File: src/rtl/core/particle_filter_resample_engine_macros.svh
// assertion macros for the particle filter resample engine
`ifndef PARTICLE_FILTER_RESAMPLE_ENGINE_MACROS_SVH
`define PARTICLE_FILTER_RESAMPLE_ENGINE_MACROS_SVH

`ifndef SYNTHESIS
`define PFRE_ASSERT_IMP(name, clk, rst_n, ante, cons) \
    name: assert property (@(posedge clk) disable iff (!rst_n) (ante) |-> (cons)) \
        else $error("pfre assertion failed");
`define PFRE_ASSERT_NEXT(name, clk, rst_n, ante, cons) \
    name: assert property (@(posedge clk) disable iff (!rst_n) (ante) |=> (cons)) \
        else $error("pfre assertion failed");
`else
`define PFRE_ASSERT_IMP(name, clk, rst_n, ante, cons)
`define PFRE_ASSERT_NEXT(name, clk, rst_n, ante, cons)
`endif

`endif

File: src/rtl/core/pfre_pkg.sv
`timescale 1ns / 1ps
`default_nettype none
package pfre_pkg;
    localparam int MAX_PARTICLES = 256;
    localparam int NDIMS = 4;
    localparam int DIM = 4;
    localparam int IDX_W = $clog2(MAX_PARTICLES);
    localparam int CNT_W = IDX_W + 1;
    localparam int DIM_W = $clog2(NDIMS);
    localparam int POS_W = 32;
    localparam int WGT_W = 16;
    localparam int NZ_W = 16;
    localparam int CUM_W = 24;
    localparam int ACC_W = 57;
    localparam int DIV_STEP_W = $clog2(ACC_W);
    localparam int PTR_W = 48;
    localparam int VEC_W = NDIMS * POS_W;
    localparam int CFG_IDX_W = 3;
    localparam int CFG_DATA_W = 32;

    localparam logic [CFG_IDX_W-1:0] REG_COUNT = 3'd0;
    localparam logic [CFG_IDX_W-1:0] REG_SIGMA_0 = 3'd1;
    localparam logic [CFG_IDX_W-1:0] REG_SIGMA_3 = 3'd4;

    localparam logic KIND_ESTIMATE = 1'b0;
    localparam logic KIND_DIFFUSED = 1'b1;

    typedef enum logic [1:0] {
        OP_LOAD = 2'd0,
        OP_ESTIMATE = 2'd1,
        OP_RESAMPLE = 2'd2,
        OP_DIFFUSE = 2'd3
    } t_op;

    typedef enum logic [4:0] {
        S_IDLE, S_NZ_MUL, S_NZ_ADD,
        S_EST_RD, S_EST_MUL, S_EST_ACC, S_EST_END,
        S_DIV_GO, S_DIV_WAIT, S_EMIT,
        S_RS_INIT, S_CP_RD, S_CP_WR,
        S_RS_CRD, S_RS_MUL, S_RS_CMP, S_RS_WR
    } t_state;

    typedef logic [NDIMS-1:0][POS_W-1:0] t_vec;

    typedef struct packed {
        t_op op;
        logic [IDX_W-1:0] index;
        logic signed [POS_W-1:0] pos_0;
        logic signed [POS_W-1:0] pos_1;
        logic signed [POS_W-1:0] pos_2;
        logic signed [POS_W-1:0] pos_3;
        logic [WGT_W-1:0] weight;
        logic [WGT_W-1:0] start_frac;
        logic signed [NZ_W-1:0] noise_0;
        logic signed [NZ_W-1:0] noise_1;
        logic signed [NZ_W-1:0] noise_2;
        logic signed [NZ_W-1:0] noise_3;
    } t_in_word;

    typedef struct packed {
        logic kind;
        logic [IDX_W-1:0] out_index;
        logic signed [POS_W-1:0] out_0;
        logic signed [POS_W-1:0] out_1;
        logic signed [POS_W-1:0] out_2;
        logic signed [POS_W-1:0] out_3;
        logic degenerate;
    } t_out_word;

    typedef struct packed {
        logic start;
        logic [ACC_W-1:0] dividend;
        logic [CUM_W-1:0] divisor;
    } t_div_req;

    typedef struct packed {
        logic done;
        logic [ACC_W-1:0] quotient;
    } t_div_rsp;
endpackage
`default_nettype wire

File: src/rtl/core/pfre_div.sv
`timescale 1ns / 1ps
`default_nettype none
module pfre_div (
    input  logic              i_clk,
    input  logic              i_rst_n,
    input  pfre_pkg::t_div_req i_req,
    output pfre_pkg::t_div_rsp o_rsp
);
    import pfre_pkg::*;

    logic                  r_busy;
    logic                  r_done;
    logic [DIV_STEP_W-1:0] r_cnt;
    logic [CUM_W-1:0]      r_rem;
    logic [ACC_W-1:0]      r_quo;
    logic [CUM_W:0]        rem_sh;
    logic [CUM_W:0]        diff;
    logic                  ge;

    always_comb begin
        rem_sh = {r_rem, r_quo[ACC_W-1]};
        diff = rem_sh - {1'b0, i_req.divisor};
        ge = rem_sh >= {1'b0, i_req.divisor};
    end

    always_ff @(posedge i_clk) begin
        if (!i_rst_n) begin
            r_busy <= 1'b0;
            r_done <= 1'b0;
        end else begin
            r_done <= 1'b0;
            if (i_req.start) begin
                r_busy <= 1'b1;
            end else if (r_busy && r_cnt == DIV_STEP_W'(ACC_W - 1)) begin
                r_busy <= 1'b0;
                r_done <= 1'b1;
            end
        end
    end

    always_ff @(posedge i_clk) begin
        if (i_req.start) begin
            r_cnt <= '0;
            r_rem <= '0;
            r_quo <= i_req.dividend;
        end else if (r_busy) begin
            r_cnt <= r_cnt + 1'b1;
            r_rem <= ge ? diff[CUM_W-1:0] : rem_sh[CUM_W-1:0];
            r_quo <= {r_quo[ACC_W-2:0], ge};
        end
    end

    assign o_rsp.done = r_done;
    assign o_rsp.quotient = r_quo;
endmodule
`default_nettype wire
File: config.mk
export PLATFORM = sky130hd
export DESIGN_NAME = pfre_div
export DESIGN_NICKNAME = d
export VERILOG_FILES = /design/src/rtl/core/particle_filter_resample_engine_macros.svh /design/src/rtl/core/pfre_pkg.sv /design/src/rtl/core/pfre_div.sv
export SDC_FILE = /design/constraint.sdc
export NUM_CORES = 1
export LEC_CHECK = 0
export BUFFER_PORTS_ARGS = -buffer_cell sky130_fd_sc_hd__clkbuf_2
export CORE_UTILIZATION = 50
export DETAILED_ROUTE_END_ITERATION = 6
export HOLD_SLACK_MARGIN = 0.02
export PLACE_DENSITY_LB_ADDON = 0.05
export SYNTH_ARGS = -nofsm -noshare
export SYNTH_HDL_FRONTEND = slang
export SYNTH_SLANG_ARGS = --single-unit
File: constraint.sdc
create_clock -name i_clk -period 3.5 [get_ports i_clk]
set_input_delay 0.525 -clock i_clk [delete_from_list [all_inputs] [get_ports i_clk]]
set_output_delay 0.525 -clock i_clk [all_outputs]
set_load 0.1 [all_outputs]
## Word level (Yosys, flattened, before mapping)

Index checks and enable logic that the tools add are counted.

| storage, ports and cells | value |
|---|---|
| input port bits | 84 |
| bits in registers | 89 |
| output and inout bits | 58 |
| word-level logic and storage cells | 20 |

| operators by class | value |
|---|---|
| equal/unequal tests | 1 |
| mux-type cells | 6 |
| magnitude comparators | 1 |
| bitwise gates (word level) | 1 |
| $add $sub $neg | 2 |
| reduce and logical (&&, ||, !) cells | 4 |

Operators by type and width:

| operator | number |
|---|---|
| 2-to-1 mux 57 bit | 2 |
| >= comparator 25 x 24 -> 1 bit | 1 |
| 2-to-1 mux 24 bit | 1 |
| subtractor 24 bit | 1 |
| adder 6 x 1 -> 6 bit, second input constant | 1 |
| equality test 6 bit, second input constant | 1 |
| nonzero test 2 bit | 2 |
| 2-to-1 mux 1 bit | 3 |
| OR reduction 2 bit | 1 |
| logical AND 1 bit | 1 |
| NOT 1 bit | 1 |

## Longest topological paths before layout

Gate-level depths: netlist (run 1).

| depth | value |
|---|---|
| depth after elaboration | 4 |
| depth in mapped cells | 12 |
| depth with buffers taken out | 11 |

## Worst setup path after synthesis (run 1)

No wires, ideal clock.

| timing | value |
|---|---|
| path type | register to register |
| start | reg r_quo[56] |
| end | reg r_rem[16] |
| required time | 3.409 ns |
| data arrival time | 3.093 ns |
| period minus slack after synthesis | 3.184 ns |
| path buffers | 0 |
| stages on the path, launching flop included | 12 |
| setup time | 0.091 ns |
| setup slack | 0.316 ns |
| path through | edfxtp_1 > inv_1 > ha_1 > fa_1 > nor2b_1 > o2111ai_1 > a31oi_1 > o211ai_1 > a21boi_0 > nor3_1 > a211o_1 > a311oi_1 |

| on the way | value |
|---|---|
| cells in the longest elaborated chain, start to end | 2 |
| elaborated cells between the ends (all ways) | 3 |
| classes of those cells | 1 x add/sub; 1 x order compare; 1 x mux |

RTL lines:

| item | RTL line | source |
|---|---|---|
| from (decl) | pfre_div.sv:15 | `logic [ACC_W-1:0] r_quo;` |
| from (signal assigned) | pfre_div.sv:45 | `r_quo <= i_req.dividend;` |
| from (signal assigned) | pfre_div.sv:49 | `r_quo <= {r_quo[ACC_W-2:0], ge};` |
| subtractor 24 bit or >= comparator 25 x 24 -> 1 bit (tied branches) | pfre_div.sv:22, pfre_div.sv:23 |  |
| 2-to-1 mux 24 bit (*) | pfre_div.sv:48 | `r_rem <= ge ? diff[CUM_W-1:0] : rem_sh[CUM_W-1:0];` |
| to (signal assigned) | pfre_div.sv:48 |  |
| to (decl) | pfre_div.sv:14 | `logic [CUM_W-1:0] r_rem;` |

Every way passes the cells marked *; elsewhere a longest branch is shown, timed or not.
A chain may end at the register's enable or synchronous reset.

## Worst setup path in the final report (run 1)

Ends and elaborated chain as after synthesis.

==> results of run 1 <==
synthesized netlist by cell type (2+ instances only):
cell type / number
o21ai_1: 3
clkbuf_1: 18
dfxtp_1: 32
o21a_1: 6
nor2_1: 35
a21boi_0: 2
nor3_1: 7
nand3_1: 28
a41oi_1: 2
xor2_1: 10
mux2i_1: 3
a311oi_1: 19
and2_1: 4
o21ai_0: 30
o211ai_1: 6
buf_6: 3
buf_1: 6
or3_1: 4
a32o_1: 2
a21o_1: 7
nor2b_1: 5
nand2_1: 21
nor3b_1: 3
a21oi_1: 24
inv_1: 35
xnor2_1: 13
a211oi_1: 2
mux2_2: 56
nand4_1: 5
edfxtp_1: 57
a31oi_1: 4
ha_1: 26
and3_1: 4
area by class of cell:
type,count,area share
Timing Repair Buffer,150,0.126
Sequential cell,89,0.377
Inverter,35,0.0210
Multi-Input combinational cell,350,0.420
Clock inverter,5,0.00601
Clock buffer,11,0.0226
Tap cell,136,0.0273
cells by family (layout without fill, tap and decap cells):
group | after synthesis | count (layout) | share of synthesized area
AOI/OAI and AO/OA | 120 | 120 | 0.158
xor gates and xnor gates | 23 | 23 | 0.0384
adders and majority gates | 27 | 27 | 0.0658
buffers and inverters | 65 | 201 | 0.0520
DFF | 89 | 89 | 0.448
muxes | 59 | 59 | 0.126
and+or+nand+nor | 121 | 121 | 0.112
worst max-delay path, cell delays in order (launching register included):
cell       delay, ns
edfxtp_1        0.39
inv_1           0.06
ha_1            0.20
fa_1            0.41
nor2b_1         0.19
o2111ai_1       0.16
a31oi_1         0.46
o211ai_1        0.18
a21boi_0        0.29
nor3_1          0.10
a211o_1         0.25
a311oi_1        0.25
flip-flops by register name (all words and copies together), names as in the netlist:
signal  flops
r_quo      57
r_cnt       6
r_done      1
r_rem      24
r_busy      1
power groups by stage:
| stage | registers [W] | logic (W) | clock network [W] |
|---|---|---|---|
| 2_1_floorplan | 0.00181 | 0.000394 | 0 |
| 3_3_place_gp | 0.00131 | 0.00107 | 0 |
| 3_5_place_dp | 0.00132 | 0.00108 | 0 |
| 4_1_cts | 0.00129 | 0.00109 | 0.000680 |
| 5_1_grt | 0.00131 | 0.00115 | 0.000722 |
| 6_report | 0.00129 | 0.00109 | 0.000665 |
layer usage:
| layer | global-route usage | part of all wire | wire [um] | vias to the layer above |
|---|---|---|---|---|
| met5 | 0 | 0 | 0 | - |
| met4 | 0.0551 | 0.0065 | 78 | 0 |
| met3 | 0.0464 | 0.061 | 729 | 6 |
| met2 | 0.348 | 0.46 | 5510 | 119 |
| met1 | 0.310 | 0.47 | 5640 | 2013 |
| li1 | - | - | - | 2131 |
metrics by stage:
step	hold WS [ns]	cells	util	power, W	setup slack (ns)
CTS	0.372	776	0.610	0.00306	0.537
detailed placement	0.466	760	0.593	0.00240	0.248
global route	0.382	776	0.610	0.00318	0.264
finish	0.387	776	0.610	0.00304	0.479
floorplan	0.448	504	-	0.00220	0.316
global placement	0.470	760	0.593	0.00239	0.292
worst min path at each step:
| stage | from | to | slack [ns] |
|---|---|---|---|
| 2_1_floorplan | r_cnt[5] | r_done | 0.45 |
| 3_3_place_gp | r_cnt[5] | r_done | 0.47 |
| 3_5_place_dp | r_cnt[5] | r_done | 0.47 |
| 4_1_cts | i_rst_n | r_done | 0.37 |
| 5_1_grt | i_rst_n | r_done | 0.38 |
| 6_report | i_rst_n | r_done | 0.39 |
==> results.txt, run 1 <==
RR Endpoint -> r_rem[16]
Startpoint Class -> register
Worst Hold Depth -> 3
Fmax -> 331 MHz
DRT iter0 DRCs -> 254
Area Growth Syn to Fin -> 19.0%
die area -> 10900 um^2
cts bufs inserted -> 9
asr flop ratio synth -> 0
leading area contributor after synthesis -> edfxtp_1
Post-Synthesis Cells -> 504
Worst-path clk slew -> 0.09 ns
Pre-Repair DR Iteration Count -> 4
antenna violations before repair -> 0
unrepaired setup endpoints after global routing -> false
first-pass GRT wire length -> 19400 um
CORE AREA -> 10200 um^2
crit path from -> r_quo[56]
Slew @ Worst Pin -> 0.735 ns
post-cts sizing count -> 0
worst vdd ir -> 281 uV
FF-to-FF path depth -> 11
outcome -> completed
Top FF cell, synth -> edfxtp_1
switch share -> 0.408
max-slew violations -> 0
WP data required -> 3.77 ns
antenna viol nets, final -> 0
Netlist Area Pre-Place -> 5250 um^2
Setup CP Type -> reg2reg
GRT Overall Usage -> 0.221
Seq. cell area -> 2350 um^2
CP Capture Type -> register
dominant cells by area after synthesis -> edfxtp_1 33%, dfxtp_1 12%, mux2_2 12%
combinational power share -> 0.357
Net Switching -> 0.00124 W
syn nets -> 615
CTS max path bufs -> 2
Die Wd -> 104 um
Final Cell Area -> 6240 um^2
post-synthesis sequential area ratio -> 0.448
Post-synth EDFFs -> 57
NumNets Final -> 746
clock tree root buffer cell -> clkbuf_8
Worst Path Max Fanout -> 5
maxcap violations -> 0
Yosys top cell area share -> 0.326
Initial Util -> 0.513
WL final -> 12000 um
syn avg cell area -> 10.4 um^2
CTS tree -> yes
Clock Power Share -> 0.219
post-synthesis register bit count -> 89
Sink Count -> 89
post-synth cell types -> 55
Post-DP HPWL -> 8620 um
Worst Skew -> 0.0111 ns
highest-count cells in the layout ignoring fill and taps -> 140 x clkbuf_2, 57 x edfxtp_1, 56 x mux2_2
fraction of layout cells with a size suffix above 1 -> 0.355
FILL cells -> 912
Ports -> 142
Internal Power -> 0.00180 W
via density per instance -> 5.50
final setup violation count -> 0
Ant. Diodes -> 0
WL/cell -> 15.4 um
hold buffer count at cts -> 0
CTS HTree Levels -> 3
WP data arrival -> 3.29 ns
r2r setup slk -> 0.48 ns
largest net degree at the start of global routing -> 58
crit share post-route -> 0.863
GRT overflow -> 0
DR vias -> 4269
buffer count from post-CTS setup fixing -> 0
Ys Warns -> 0
placed standard-cell area -> 6060 um^2
Static Leak -> 2.72 nW
latest clock arrival within the worst-skew pair -> 0.36 ns
Fin. Hold Viols -> 0
Die Y -> 104 um
crit path to -> r_rem[16]
vias in the first global route -> 4019
Hold WC Path Type -> in2reg
drc violations -> 0
leading cell type in the layout, fill and taps excluded -> clkbuf_2
power per cell area -> 488 nW/um^2
area of the multi-input gates -> 2620 um^2
Reg power frac -> 0.425
row count -> 37
port bufs -> 141
Reg-to-Reg Start -> r_quo[56]
max_slew headroom -> 0.510
setup TNS -> 0 ns
min Tclk post-route -> 3.02 ns
Placer Congestion -> 0.840
No activity file was read; power rests on OpenSTA's default activity.
==> run 2: changes to the inputs <==
- CORE_UTILIZATION: 50 -> 39
- MAX_ROUTING_LAYER: default -> met4
==> run 2 against run 1 <==
  * Cell count rose by 5.8%
  * Clock skew fell by 0.0012 ns
  * Fmax grew 0.49%
  * Largest power group unchanged
  * Sequential power about the same
  * Routed wire length up 7.7%
  * Non-clock buffer count up 5
  * Design area grew 3.1%
  * Combinational power is essentially flat
  * Setup slack improved by 0.015 ns
  * Utilization is 12 points lower
  * Largest cell class unchanged
  * Critical path type unchanged
  * First-iteration DRC count shrank 20%
  * Highest routed layer unchanged
==> results.txt, run 2 (same netlist as run 1, synthesis figures left out) <==
hold buffer count at cts -> 0 (unchanged)
top flop regs -> r_quo: 57 flops, r_rem: 24 flops, r_cnt: 6 flops (unchanged)
Initial Util -> 0.398 (was 0.513)
critical path's largest stage delay -> 0.42 ns (was 0.46 ns)
latest clock arrival within the worst-skew pair -> 0.35 ns (was 0.36 ns)
Placer Congestion -> 0.825 (was 0.840)
leading cell type in the layout, fill and taps excluded -> clkbuf_2 (unchanged)
Worst Skew -> 0.00992 ns (was 0.0111 ns)
outcome -> completed (unchanged)
Biggest register -> r_quo (unchanged)
FF-to-FF path depth -> 9 (was 11)
Ports -> 142 (unchanged)
maxcap violations -> 0 (unchanged)
HP Start -> i_rst_n (unchanged)
CTS tree -> yes (unchanged)
crit-path cells -> ha_1 -> a21oi_4 -> o21ai_2 -> or3_1 -> or3_1 -> a31o_2 -> o211a_1 -> or3_1 -> a32o_1 (was inv_1 -> ha_1 -> fa_1 -> nor2b_1 -> o2111ai_1 -> a31oi_1 -> o211ai_1 -> a21boi_0 -> nor3_1 -> a211o_1 -> a311oi_1)
highest-count cells in the layout ignoring fill and taps -> 140 x clkbuf_2, 57 x edfxtp_1, 56 x mux2_2 (unchanged)
crit share post-route -> 0.859 (was 0.863)
Die Y -> 118 um (was 104 um)
max_slew headroom -> 0.555 (was 0.510)
buffer count from post-CTS setup fixing -> 0 (unchanged)
Static Leak -> 2.79 nW (was 2.72 nW)
cts bufs inserted -> 9 (unchanged)
Worst Path Max Fanout -> 7 (was 5)
Setup CP Type -> reg2reg (unchanged)
worst vdd ir -> 298 uV (was 281 uV)
WL final -> 12900 um (was 12000 um)
crit path from -> r_rem[11] (was r_quo[56])
vias in the first global route -> 4251 (was 4019)
port bufs -> 141 (unchanged)
Startpoint Class -> register (unchanged)
die area -> 13900 um^2 (was 10900 um^2)
Worst Hold Depth -> 2 (was 3)
DRT iter0 DRCs -> 202 (was 254)
post-cts sizing count -> 0 (unchanged)
WP data arrival -> 3.25 ns (was 3.29 ns)
first-pass GRT wire length -> 21400 um (was 19400 um)
WP data required -> 3.74 ns (was 3.77 ns)
Area Growth Syn to Fin -> 22.7% (was 19.0%)
min Tclk post-route -> 3.01 ns (was 3.02 ns)
CP Capture Type -> register (unchanged)
Sink Count -> 89 (unchanged)
CTS HTree Levels -> 3 (unchanged)
GRT overflow -> 0 (unchanged)
Pre-Repair DR Iteration Count -> 4 (unchanged)
antenna viol nets, final -> 0 (unchanged)
drc violations -> 0 (unchanged)
DR vias -> 4341 (was 4269)
CTS max path bufs -> 2 (unchanged)
setup TNS -> 0 ns (unchanged)
crit-path most repeated cell -> or3_1
WL/cell -> 15.7 um (was 15.4 um)
Post-Layout Cell Count -> 821 (was 776)
FILL cells -> 1268 (was 912)
fraction of layout cells with a size suffix above 1 -> 0.358 (was 0.355)
largest net degree at the start of global routing -> 51 (was 58)
final setup violation count -> 0 (unchanged)
Post-DP HPWL -> 9450 um (was 8620 um)
Reg-to-Reg Start -> r_rem[11] (was r_quo[56])
Hold WC Path Type -> in2reg (unchanged)
Placed Cells -> 805 (was 760)
GRT Overall Usage -> 0.198 (was 0.221)
power per cell area -> 524 nW/um^2 (was 488 nW/um^2)
CP max-delay cell -> ha_1 (was a31oi_1)
max FFs per register -> 57 (unchanged)
Hold EP -> r_busy (was r_done)
antenna violations before repair -> 0 (unchanged)
RR Endpoint -> r_rem[19] (was r_rem[16])
NumNets Final -> 751 (was 746)
max-slew violations -> 0 (unchanged)
Slew @ Worst Pin -> 0.659 ns (was 0.735 ns)
Fmax -> 333 MHz (was 331 MHz)
unrepaired setup endpoints after global routing -> false (unchanged)
via density per instance -> 5.29 (was 5.50)
r2r setup slk -> 0.49 ns (was 0.48 ns)
Fin. Hold Viols -> 0 (unchanged)
Worst-path clk slew -> 0.07 ns (was 0.09 ns)
Die Wd -> 118 um (was 104 um)
row count -> 42 (was 37)
CORE AREA -> 13200 um^2 (was 10200 um^2)
clock tree root buffer cell -> clkbuf_16 (was clkbuf_8)
Ant. Diodes -> 0 (unchanged)
-- run 2: final cells by class --
class | instances | area (um^2) | area share
Multi-Input combinational cell | 350 | 2620 | 0.407
Clock buffer | 10 | 229 | 0.0356
Sequential cell | 89 | 2350 | 0.366
Clock inverter | 6 | 67.6 | 0.0105
Tap cell | 176 | 220 | 0.0342
Timing Repair Buffer | 155 | 813 | 0.126
Inverter | 35 | 131 | 0.0204
-- run 2: per-layer routing --
layer	vias to the layer above	track usage	wire length [um]
li1	2144	-	-
met1	2069	0.262	6120
met2	120	0.311	6030
met3	8	0.0383	608
met4	0	0.0505	115
met5	-	-	0
-- run 2: worst max path at each step --
stage | end | slack [ns] | cells after the start
4_1_cts | r_rem[19] | 0.50 | 9
2_1_floorplan | r_rem[16] | 0.32 | 11
3_5_place_dp | r_rem[19] | 0.16 | 11
3_3_place_gp | r_rem[19] | 0.25 | 11
6_report | r_rem[19] | 0.49 | 9
5_1_grt | r_rem[16] | 0.27 | 12
-- run 2: power breakdown --
group | total [W] | leakage [nW] | switching, W | internal, W
sequential | 0.00129 | 0.836 | 0.0000551 | 0.00123
combinational | 0.00110 | 1.80 | 0.000810 | 0.000288
clock | 0.000986 | 0.146 | 0.000428 | 0.000558
-- run 2: worst max-delay path, delay by kind of cell (launching register included) --
family	cells	cell delay, ns
AO/OA/AOI/OAI	5	1.11
flip-flops	1	0.33
AND/OR/NAND/NOR	3	1.04
adder cells (fa/ha/maj)	1	0.42
-- run 2: through the flow --
| step | util | power (W) | cell area [um^2] | hold slack [ns] | setup WS (ns) |
|---|---|---|---|---|---|
| after detailed placement | 0.465 | 0.00241 | 6140 | 0.483 | 0.162 |
| after CTS | 0.488 | 0.00341 | 6430 | 0.396 | 0.497 |
| after global routing | 0.488 | 0.00352 | 6430 | 0.410 | 0.270 |
| final | 0.488 | 0.00337 | 6430 | 0.408 | 0.494 |
| after floorplan | - | 0.00220 | 5250 | 0.448 | 0.316 |
| after global placement | 0.465 | 0.00240 | 6140 | 0.471 | 0.251 |
